==> config.mk <==
export PLATFORM = sky130hd
export DESIGN_NAME = bus_error_run_tracker
export DESIGN_NICKNAME = d
export VERILOG_FILES = /design/src/bert_pkg.sv /design/src/bus_error_run_tracker.sv
export SDC_FILE = /design/constraint.sdc
export NUM_CORES = 1
export LEC_CHECK = 0
export BUFFER_PORTS_ARGS = -buffer_cell sky130_fd_sc_hd__clkbuf_2
export CORE_UTILIZATION = 30
export DETAILED_ROUTE_END_ITERATION = 12
export PLACE_DENSITY_LB_ADDON = 0.25
export SLEW_MARGIN = 10
export SYNTH_ARGS = -nofsm -noshare
export SYNTH_HDL_FRONTEND = slang
export SYNTH_SLANG_ARGS = --single-unit
==> constraint.sdc <==
create_clock -name i_clk -period 9.58 [get_ports i_clk]
set_input_delay 1.916 -clock i_clk [delete_from_list [all_inputs] [get_ports i_clk]]
set_output_delay 1.916 -clock i_clk [all_outputs]
set_load 0.01 [all_outputs]
==> src/bert_pkg.sv <==
// ----------------------------------------------------------------------------
// bert_pkg: bus error run tracker definitions
// Table size, run limits, command codes and beat structs.
// ----------------------------------------------------------------------------
package bert_pkg;

    localparam int ENTRIES = 5;
    localparam int IDX_W   = (ENTRIES > 1) ? $clog2(ENTRIES) : 1;

    localparam logic [31:0] RUN_LIMIT     = 32'hFFFF_FF00;
    localparam logic [31:0] NOT_FOUND_RUN = 32'hFFFF_FFFF;

    localparam logic [1:0] MODE_RECORD = 2'd0;
    localparam logic [1:0] MODE_CLEAR  = 2'd1;
    localparam logic [1:0] MODE_QUERY  = 2'd2;

    typedef struct packed {
        logic [1:0] mode;
        logic [7:0] device_address;
        logic       success;
    } t_cmd;

    typedef struct packed {
        logic        found;
        logic [31:0] run_count;
        logic [31:0] max_run;
    } t_result;

endpackage

==> src/bus_error_run_tracker.sv <==
// ----------------------------------------------------------------------------
// bus_error_run_tracker: per-address bus error run table
// The accepted start beat passes through r_in_valid and r_out_valid to o_valid.
// Throughput: one beat per cycle; busy stays low, since the slot search and
// the counter update settle combinationally between the input and result stages.
// Reset (synchronous, active low) frees every slot and clears all runs.
// The receiver cannot stall; each result is shown for exactly one cycle.
// ----------------------------------------------------------------------------
module bus_error_run_tracker (
    input  logic              i_clk,
    input  logic              i_rst_n,
    input  logic              start,
    output logic              busy,
    input  bert_pkg::t_cmd    i_cmd,
    output logic              o_valid,
    output bert_pkg::t_result o_result
);

    logic                       r_in_valid;
    bert_pkg::t_cmd             r_cmd;
    logic                       r_out_valid;
    bert_pkg::t_result          r_result;
    bert_pkg::t_result          n_result;

    logic [7:0]  r_entry_addr [bert_pkg::ENTRIES];
    logic [31:0] r_entry_run  [bert_pkg::ENTRIES];
    logic [31:0] r_entry_max  [bert_pkg::ENTRIES];
    logic [7:0]  n_entry_addr [bert_pkg::ENTRIES];
    logic [31:0] n_entry_run  [bert_pkg::ENTRIES];
    logic [31:0] n_entry_max  [bert_pkg::ENTRIES];

    logic                      find_hit;
    logic [bert_pkg::IDX_W-1:0] find_idx;
    logic                      claim_hit;
    logic [bert_pkg::IDX_W-1:0] claim_idx;
    logic                      slot_hit;
    logic [bert_pkg::IDX_W-1:0] slot_idx;
    logic [31:0]               cur_run;
    logic [31:0]               cur_max;
    logic [31:0]               inc_run;
    logic [31:0]               new_run;
    logic [31:0]               new_max;
    logic                      dup_addr;

    assign busy     = 1'b0;
    assign o_valid  = r_out_valid;
    assign o_result = r_result;

    // search the table: first match, and first free-or-match slot
    always_comb begin
        find_hit  = 1'b0;
        find_idx  = '0;
        claim_hit = 1'b0;
        claim_idx = '0;
        for (int k = bert_pkg::ENTRIES - 1; k >= 0; k--) begin
            if (r_entry_addr[k] == r_cmd.device_address) begin
                find_hit = 1'b1;
                find_idx = bert_pkg::IDX_W'(k);
            end
            if (r_entry_addr[k] == r_cmd.device_address || r_entry_addr[k] == 8'd0) begin
                claim_hit = 1'b1;
                claim_idx = bert_pkg::IDX_W'(k);
            end
        end
    end

    always_comb begin
        for (int k = 0; k < bert_pkg::ENTRIES; k++) begin
            n_entry_addr[k] = r_entry_addr[k];
            n_entry_run[k]  = r_entry_run[k];
            n_entry_max[k]  = r_entry_max[k];
        end

        case (r_cmd.mode)
            bert_pkg::MODE_RECORD: begin
                slot_hit = claim_hit;
                slot_idx = claim_idx;
            end
            default: begin
                slot_hit = find_hit;
                slot_idx = find_idx;
            end
        endcase
        if (r_cmd.device_address == 8'd0) begin
            slot_hit = 1'b0;
        end

        cur_run = r_entry_run[slot_idx];
        cur_max = r_entry_max[slot_idx];
        inc_run = (cur_run < bert_pkg::RUN_LIMIT) ? cur_run + 32'd1 : cur_run;
        new_run = cur_run;
        new_max = cur_max;

        case (r_cmd.mode)
            bert_pkg::MODE_RECORD: begin
                if (r_cmd.success) begin
                    new_run = 32'd0;
                end else begin
                    new_run = inc_run;
                    if (cur_max < inc_run) begin
                        new_max = inc_run;
                    end
                end
            end
            bert_pkg::MODE_CLEAR: begin
                new_run = 32'd0;
            end
            default: begin
                new_run = cur_run;
            end
        endcase

        if (r_in_valid && slot_hit) begin
            n_entry_addr[slot_idx] = r_cmd.device_address;
            n_entry_run[slot_idx]  = new_run;
            n_entry_max[slot_idx]  = new_max;
        end

        if (slot_hit) begin
            n_result.found     = 1'b1;
            n_result.run_count = new_run;
            n_result.max_run   = new_max;
        end else begin
            n_result.found     = 1'b0;
            n_result.run_count = bert_pkg::NOT_FOUND_RUN;
            n_result.max_run   = 32'd0;
        end
    end

    always_ff @(posedge i_clk) begin
        if (!i_rst_n) begin
            r_in_valid  <= 1'b0;
            r_out_valid <= 1'b0;
            for (int k = 0; k < bert_pkg::ENTRIES; k++) begin
                r_entry_addr[k] <= 8'd0;
                r_entry_run[k]  <= 32'd0;
                r_entry_max[k]  <= 32'd0;
            end
        end else begin
            r_in_valid  <= start && !busy;
            r_out_valid <= r_in_valid;
            for (int k = 0; k < bert_pkg::ENTRIES; k++) begin
                r_entry_addr[k] <= n_entry_addr[k];
                r_entry_run[k]  <= n_entry_run[k];
                r_entry_max[k]  <= n_entry_max[k];
            end
        end
    end

    always_ff @(posedge i_clk) begin
        if (start && !busy) begin
            r_cmd <= i_cmd;
        end
        if (r_in_valid) begin
            r_result <= n_result;
        end
    end

    // flag any nonzero address held by two slots
    always_comb begin
        dup_addr = 1'b0;
        for (int a = 0; a < bert_pkg::ENTRIES; a++) begin
            for (int b = a + 1; b < bert_pkg::ENTRIES; b++) begin
                if (r_entry_addr[a] != 8'd0 && r_entry_addr[a] == r_entry_addr[b]) begin
                    dup_addr = 1'b1;
                end
            end
        end
    end

    a_no_dup_slot: assert property (@(posedge i_clk) disable iff (!i_rst_n)
        !dup_addr)
        else $error("address held by two slots");

    a_miss_result: assert property (@(posedge i_clk) disable iff (!i_rst_n)
        o_valid && !o_result.found |->
            o_result.run_count == bert_pkg::NOT_FOUND_RUN && o_result.max_run == 32'd0)
        else $error("miss result carries entry data");

    a_run_le_max: assert property (@(posedge i_clk) disable iff (!i_rst_n)
        o_valid && o_result.found |->
            o_result.run_count <= o_result.max_run
            && o_result.max_run <= bert_pkg::RUN_LIMIT)
        else $error("run exceeds recorded maximum or limit");

    a_strobe_follows_start: assert property (@(posedge i_clk) disable iff (!i_rst_n)
        start && !busy |=> ##1 o_valid)
        else $error("accepted beat produced no result");

endmodule

[Word-level counts from Yosys, hierarchy flattened]
Memories as Yosys holds them, arrays and structs flattened.
Index checks and enable logic that the tools add are counted.
Word-level totals
  flip-flop bits (word level): 78
  latch bits: 0
  RAM bits: 360
  ROM bits: 0
  bits of input ports: 14
  output and inout port bits: 67
  word-level logic and storage cells: 109
  memories: 3
Memories
  r_entry_max: depth 5, width 32, read ports 6, clocked after Yosys merged registers in 0, write ports 5, line bus_error_run_tracker.sv:27  | logic [31:0] r_entry_max [bert_pkg::ENTRIES];
  r_entry_run: depth 5, width 32, read ports 6, clocked after Yosys merged registers in 0, write ports 5, line bus_error_run_tracker.sv:26  | logic [31:0] r_entry_run [bert_pkg::ENTRIES];
  r_entry_addr: depth 5, width 8, read ports 5, clocked after Yosys merged registers in 0, write ports 5, line bus_error_run_tracker.sv:25  | logic [7:0] r_entry_addr [bert_pkg::ENTRIES];
Operators by class
  $add $sub $neg: 1
  $mul: 0
  divide/modulo/power cells: 0
  order comparisons: 4
  eq/ne operators: 6
  shifts and indexed selects: 0
  multiplexer cells: 57
  bitwise gates (word level): 16
  reduce and logical (&&, ||, !) cells: 14
Operator list (count)
  2-to-1 mux 32 bit: 16
  bitwise mux 160 bit: 2
  2-to-1 mux 160 bit: 2
  demux 32 bit (select 3 bit): 1
  2-to-1 mux 65 bit: 1
  case mux 32 bit (2 select lines): 1
  zero test 8 bit: 6
  2-to-1 mux 8 bit: 6
  bitwise mux 40 bit: 1
  == test 8 bit: 5
  2-to-1 mux 40 bit: 1
  2-to-1 mux 3 bit: 11
  adder 32 x 1 -> 32 bit (second input constant): 1
  less-than comparator 32 bit: 1
  less-than comparator 32 bit (second input constant): 1
  demux 8 bit (select 3 bit): 1
  bitwise OR 1 bit: 15
  2-to-1 mux 1 bit: 14
  logical OR 1 bit: 5
  >= comparator 4 bit (second input constant): 1
  less-than comparator 4 x 1 -> 1 bit (second input constant): 1
  inverter 3 -> 4 bit: 1
  == test 2 x 1 -> 1 bit (second input constant): 1
  logical AND 1 bit: 2
  zero test 2 bit: 1

[Logic depth before layout (Yosys ltp)]
Gate-level depths: netlist (run 1).
An unclocked memory read counts as a cell.
  word-level depth: 19
  depth in mapped cells: 36
  mapped depth without buffers: 28

[Least setup slack after synthesis (run 1)]
Ideal clock, no wire load.
  path type: register to register
  start: register r_cmd[4] in the netlist's numbering
  end: register r_result (netlist bit o_result[10]) (data pin)
  library setup time: 0.255 ns
  arrival: 6.591 ns
  required time: 9.325 ns
  slack: 2.733 ns
  stages on the path, launching flop included: 32
  buffers on the path: 8
  period minus slack after synthesis: 6.847 ns
  cells stage by stage: edfxtp_1 -> buf_6 -> xor2_1 -> nor4_4 -> a21oi_2 -> a21boi_4 -> a21oi_2 -> buf_6 -> buf_8 -> nand2_1 -> a311oi_1 -> nand4_1 -> or3_1 -> buf_2 -> o31ai_1 -> or4_1 -> clkbuf_1 -> nor2_1 -> xor2_1 -> inv_1 -> ha_1 -> a21o_1 -> a21oi_1 -> nor2b_1 -> a2111oi_0 -> o221a_1 -> and3_1 -> buf_2 -> buf_2 -> buf_2 -> nand3_1 -> and3_1
Between the ends
  cells in the longest elaborated chain, start to end: 15
  elaborated cells on any way between the ends: 43
  classes of those cells: 1 x add/sub; 2 x order compare; 5 x eq/ne; 27 x mux; 6 x reduce/logical; 2 x memory
RTL lines
  start: declaration: line bus_error_run_tracker.sv:20  | bert_pkg::t_cmd r_cmd;
  start signal: assignment: line bus_error_run_tracker.sv:152  | r_cmd <= i_cmd;
  == test 8 bit: line bus_error_run_tracker.sv:56, bus_error_run_tracker.sv:60
  logical OR 1 bit: line bus_error_run_tracker.sv:60  | if (r_entry_addr[k] == r_cmd.device_address || r_entry_addr[k] == 8'd0) begin
  2-to-1 mux 3 bit (5 in series): line bus_error_run_tracker.sv:60
  2-to-1 mux 3 bit: line bus_error_run_tracker.sv:74  | case (r_cmd.mode)
  memory read (5 x 32 bit)
  adder 32 x 1 -> 32 bit or less-than comparator 32 bit (tied branches): line bus_error_run_tracker.sv:90  | inc_run = (cur_run < bert_pkg::RUN_LIMIT) ? cur_run + 32'd1 : cur_run;
  2-to-1 mux 32 bit: line bus_error_run_tracker.sv:90
  less-than comparator 32 bit: line bus_error_run_tracker.sv:100  | if (cur_max < inc_run) begin
  2-to-1 mux 32 bit: line bus_error_run_tracker.sv:100
  2-to-1 mux 32 bit: line bus_error_run_tracker.sv:96  | if (r_cmd.success) begin
  2-to-1 mux 32 bit: line bus_error_run_tracker.sv:94  | case (r_cmd.mode)
  end signal: assignment: line bus_error_run_tracker.sv:155  | r_result <= n_result;
  end: declaration: line bus_error_run_tracker.sv:22  | bert_pkg::t_result r_result;
Several ways; a longest one is shown, not always the timed one.
A chain may end at the register's enable or synchronous reset.

==> results.cfg, run 1 <==
[global_route]
grt_pass1_vias = 17435
grt_max_degree = 229
grt_overflow = 0
antenna_found_initial = 0
grt_pass1_wl_um = 103000
grt_usage = 0.185

[synthesis]
synth_nets = 2441
yosysTopAreaCellShare = 0.346
synth.distinct_cells = 77
synthesis.area_um2 = 20900
syn_avg_cell_area_um2 = 8.73
ys_ff_latch = 438
synth-edff-count = 76
synth_area_leaders = dfxtp_1, edfxtp_1, a21oi_1, nand2_1, a211oi_1
synth.most_common_cell = dfxtp_1
yosysSeqAreaShare = 0.455
ys_warn_count = 0
ys_async_sr_fraction = 0
netlist_instances = 2398
yosys.area.top_type = dfxtp_1
yosys-top-cells-count = dfxtp_1, nand2_1, a21oi_1, nor2_1, a211oi_1
synth_ff_type = dfxtp_1

[routing]
drcViolationCount = 0
drtAntennaViolNets = 0
drt_iter0_markers = 1477
drt-vias-per-instance = 5.31
first_pass_iters = 6
drt-total-wl_um = 66800
route.vias.total = 17889
avgRoutedWirePerCell_um = 19.8

[timing]
rsz0062_at_grt = false
fmax_ghz = 0.110
slew_viol_final = 0
clock_skew_ns = 0.0298
period_minus_slack_ns = 9.06
worstMarginPinSlew_ns = 1.18
tns_ns = 0
slew_headroom = 0.211
setup-violations-final = 0
hold_viol = 0
post-route-period-util = 0.945

[clock_network]
clock_latency_ns = 0.61
cts_buffers = 51
cts_tree = yes
cts_root_buf = clkbuf_16
clkTransAtPathRegs_ns = 0.06
htreeDepth = 2
clkSinkCount = 438
clockBufferDepth = 3

[critical_path]
crit_type = reg -> reg
required_ns = 10.09
cp_common_cell = a21oi_1
crit_fanout = 22
worstSetupEndpointType = register
ff2ff_setup_slack_ns = 0.52
timing.rr.end = r_entry_max[4][12]
cp_slowest_cell = edfxtp_1
r2r_start = r_cmd[5]
cp.arrival_ns = 9.57
max_stage_delay_ns = 0.74
start_kind = register
rr_worst_depth = 25

[floorplanning]
die_h_um = 266
num_io_pins = 81
fp.dieW_um = 266
rows = 96
start_util = 0.304
core-area_um2 = 68800
die-area_um2 = 70900

[pwr]
p_per_area_nw_per_um2 = 183
ir_worst_vdd_uv = 119
finalPower_mw = 4.39
p_leak_nw = 8.35

[status]
run_status = complete, no violations

[place]
dp_hpwl_um = 41100
io_buffers = 79
routabilityCongestion = 0.846

[min_path]
worstHoldPathType = reg -> reg
whs_endpoint = r_entry_max[2][7]
hold_path_depth = 2
hp-start = r_entry_max[2][7]

[layout]
area_growth_pct = 14.6
num-fill-cells = 7008
layout-drive-gt1-share = 0.121
antenna_cells = 0
nNetsFinal = 2437

[run]
cap_violations = 0
-- where the power goes --
| part | switching, mW | internal [mW] | leakage (nW) |
|---|---|---|---|
| clock network | 0.816 | 1.26 | 0.883 |
| registers | 0.0277 | 1.91 | 3.63 |
| logic | 0.271 | 0.115 | 3.84 |
| total | 1.11 | 3.28 | 8.35 |
-- per-stage QoR --
step           cells  cell area (µm²)  utilization  setup slack, ns  hold WS, ns
4_1_cts         3367            24000        0.348            0.485        0.451
3_3_place_gp    3271            22200        0.323            0.964        0.437
5_1_grt         3368            24000        0.349           0.0852        0.464
6_report        3368            24000        0.349            0.523        0.450
3_5_place_dp    3271            22200        0.323            0.524        0.443
2_1_floorplan   2398            20900            -             2.73        0.431
-- flip-flops by register name, summed over array words and instances, names as in the netlist --
signal        flops
r_entry_max     160
r_entry_run     160
o_result         65
r_entry_addr     40
r_cmd            11
o_valid           1
r_in_valid        1
-- layout by cell type (no fill, tap or decap), drive strengths merged, types with 19 or more instances in the layout --
master  count
nand3     104
xor2       32
buf        62
nand4      19
a221oi     26
a21o       19
clkbuf    152
and3       20
nor4       23
o211ai     44
a21oi     275
mux2i     103
nand2     356
nor3       31
o21ai      46
ha         29
a211oi    149
nor2      247
inv        27
or3        51
o221ai     33
edfxtp     76
dfxtp     362
xnor2      40
-- layer usage --
| layer | vias to the layer above | GRT usage | routed length (µm) |
|---|---|---|---|
| met5 | - | 0 | 0 |
| met4 | 0 | 0.0716 | 2030 |
| met3 | 127 | 0.0281 | 4170 |
| met2 | 571 | 0.292 | 30100 |
| met1 | 8574 | 0.253 | 30400 |
| li1 | 8617 | - | - |
-- critical path: cells and delay by family (launching register included) --
| kind | cells | cell delay (ns) |
|---|---|---|
| fa+ha+maj | 1 | 0.30 |
| compound gates | 9 | 3.29 |
| xor+xnor | 2 | 0.78 |
| flops | 1 | 0.74 |
| buf+inv | 3 | 0.74 |
| simple gates | 10 | 3.07 |
-- timing repair --
action,in CTS,in global routing
gates resized for setup,0,1
buffers inserted,0,0
hold buffers,0,0
setup endpoints to repair,0,5
-- final cells by class --
cell class | instances | area (µm²) | share of cell area
multi-input combinational | 1738 | 10500 | 0.438
clock inverter | 23 | 275 | 0.0115
timing repair buffer | 141 | 898 | 0.0374
clock buffer | 73 | 1510 | 0.0630
tap | 931 | 1160 | 0.0485
sequential | 438 | 9530 | 0.397
inverter | 24 | 97.6 | 0.00407
-- logic make-up (layout without fill, tap and decap cells) --
group / Yosys count / count (layout) / share of synthesized area
DFF: 438 / 438 / 0.455
adders and majority gates: 29 / 29 / 0.0173
xor gates and xnor gates: 72 / 72 / 0.0301
muxes: 105 / 105 / 0.0503
AOI/OAI and AO/OA: 643 / 644 / 0.205
other: 1 / 1 / 0.000179
and+or+nand+nor: 887 / 887 / 0.192
buffers and inverters: 223 / 261 / 0.0496
-- worst max path at each step --
| stage | startpoint | to | cells past startpoint |
|---|---|---|---|
| after floorplan | r_cmd[4] | o_result[10] | 31 |
| after global routing | r_cmd[7] | r_entry_max[4][12] | 25 |
| final | r_cmd[5] | r_entry_max[4][12] | 25 |
| after detailed placement | r_cmd[2] | r_entry_max[4][12] | 25 |
| after CTS | r_cmd[1] | r_entry_max[4][12] | 25 |
| after global placement | r_cmd[2] | r_entry_max[1][13] | 25 |
Power figures use the tool's default switching activity.
==> inputs of run 2 (changes only) <==
--- a/config.mk
+++ b/config.mk
@@ -7,6 +7,7 @@
 export LEC_CHECK = 0
 export BUFFER_PORTS_ARGS = -buffer_cell sky130_fd_sc_hd__clkbuf_2
 export CORE_UTILIZATION = 30
+export CTS_BUF_LIST = sky130_fd_sc_hd__clkbuf_2
 export DETAILED_ROUTE_END_ITERATION = 12
 export PLACE_DENSITY_LB_ADDON = 0.25
 export SLEW_MARGIN = 10
==> run 2 against run 1 <==
  * Largest cell class unchanged
  * Sequential share of layout area up 1.1 points
  * Power down 16%
  * Largest power group is now sequential cells
  * Register-to-register slack about the same
==> results.cfg, run 2 (same netlist as run 1, synthesis figures left out) <==
[status]
run_status = complete, no violations

[layout]
nNetsFinal = 2507
layout-drive-gt1-share = 0.162
num-fill-cells = 7188
area_growth_pct = 11.5
most-common-layout-cells = dfxtp_1, nand2_1, clkbuf_2
final_common_cell = dfxtp_1
fin_cells = 3501
top_regs = r_entry_max x160, r_entry_run x160, o_result x65

[timing]
slew_headroom = 0.142
tns_ns = 0
rsz0062_at_grt = false
hold_viol = 0
fmax_ghz = 0.111
clock_skew_ns = 0.105
worstMarginPinSlew_ns = 1.29
post-route-period-util = 0.944
slew_viol_final = 0
setup-violations-final = 0
period_minus_slack_ns = 9.05

[critical_path]
cp_slowest_cell = a221oi_1
worstSetupEndpointType = register
start_kind = register
critPathBufInv = 2
max_stage_delay_ns = 0.76
crit_fanout = 22
cp_top_family = simple AND/OR/NAND/NOR gates
required_ns = 10.66
cp.arrival_ns = 10.12
crit_type = reg -> reg
crit_chain = xnor2_1 > nand4_1 > o21ai_0 > nand4_1 > and3_1 > a221oi_1 > nand3_1 > nor4_2 > o311ai_2 > nor3_1 > nand4_1 > xnor2_1 > inv_1 > ha_1 > and4_1 > a21oi_1 > nand2_1 > a2111oi_0 > o221a_1 > and3_2 > buf_4 > a21oi_1 > or3_1 > a21oi_1

[clock_network]
cts_root_buf = clkbuf_2
clock_latency_ns = 1.23
clkTransAtPathRegs_ns = 0.10
cts_tree = yes
cts_buffers = 121
htreeDepth = 3
clkSinkCount = 438
post-cts-setup-buffers = 0
clockBufferDepth = 3

[global_route]
grt_usage = 0.187
antenna_found_initial = 2
grt_pass1_wl_um = 104000
grt_overflow = 0
grt_pass1_vias = 18028
grt_max_degree = 229

[routing]
drt_iter0_markers = 1604
drcViolationCount = 0
avgRoutedWirePerCell_um = 19.3
drtAntennaViolNets = 0
first_pass_iters = 7
drt-total-wl_um = 67600
route.vias.total = 18434
drt-vias-per-instance = 5.27

[pwr]
ir_worst_vdd_uv = 87.8
p_per_area_nw_per_um2 = 159
p_leak_nw = 8.35

[run]
cap_violations = 0

[floorplanning]
num_io_pins = 81
rows = 96
start_util = 0.304
die_h_um = 266
core-area_um2 = 68800
die-area_um2 = 70900
fp.dieW_um = 266

[place]
routabilityCongestion = 0.846
place_inst = 3271
io_buffers = 79
dp_hpwl_um = 41100

[min_path]
worstHoldPathType = reg -> reg
-- run 2: final cells by class --
type                            instances  area [µm²]  share of cell area
Multi-Input combinational cell       1738       10500               0.451
Sequential cell                       438        9530               0.408
Tap cell                              931        1160              0.0499
Clock buffer                          198         991              0.0424
Timing Repair Buffer                  141         898              0.0385
Clock inverter                         24         119             0.00509
Inverter                               24        97.6             0.00418
Antenna cell                            7        17.5            0.000750
-- run 2: path summary, 6_finish.rpt --
check | startpoint | end | slack, ns | depth (start not counted)
min reg2reg | r_entry_max[1][27] | r_entry_max[1][27] | 0.45 | 2
min | r_entry_max[1][27] | r_entry_max[1][27] | 0.45 | 2
max reg2reg | r_cmd[4] | r_entry_max[4][12] | 0.53 | 24
max | r_cmd[4] | r_entry_max[4][12] | 0.53 | 24
-- run 2: through the flow --
stage | total power [mW] | hold WS, ns | setup slack (ns) | area [µm²] | util
floorplan | 2.23 | 0.431 | 2.73 | 20900 | -
global placement | 2.35 | 0.437 | 0.964 | 22200 | 0.323
detailed placement | 2.36 | 0.443 | 0.524 | 22200 | 0.323
CTS | 3.75 | 0.455 | 0.434 | 23300 | 0.339
global route | 3.89 | 0.471 | 0.0392 | 23300 | 0.339
finish | 3.70 | 0.453 | 0.534 | 23300 | 0.339
-- run 2: repair_timing --
| item | CTS | global route |
|---|---|---|
| hold buffers | 0 | 0 |
| gates resized for setup | 0 | 1 |
| setup endpoints to repair | 0 | 15 |
-- run 2: metal layers --
metal  share of wire  global-route usage  routed length [µm]
met1            0.45               0.249               30600
met2            0.45               0.293               30600
met3           0.067              0.0403                4550
met4           0.027              0.0738                1830
met5               0                   0                   0
-- run 2: worst register-to-register path, cell delays in order (launching register included) --
cell	delay, ns
edfxtp_1	0.66
xnor2_1	0.27
nand4_1	0.14
o21ai_0	0.40
nand4_1	0.44
and3_1	0.65
a221oi_1	0.76
nand3_1	0.29
nor4_2	0.61
o311ai_2	0.30
nor3_1	0.44
nand4_1	0.29
xnor2_1	0.49
inv_1	0.09
ha_1	0.30
and4_1	0.17
a21oi_1	0.14
nand2_1	0.09
a2111oi_0	0.52
o221a_1	0.31
and3_2	0.55
buf_4	0.28
a21oi_1	0.16
or3_1	0.38
a21oi_1	0.16
-- run 2: power by group --
| group | internal [mW] | switching [mW] | total [mW] |
|---|---|---|---|
| logic | 0.115 | 0.272 | 0.388 |
| registers | 1.90 | 0.0277 | 1.93 |
| clock network | 0.565 | 0.820 | 1.38 |
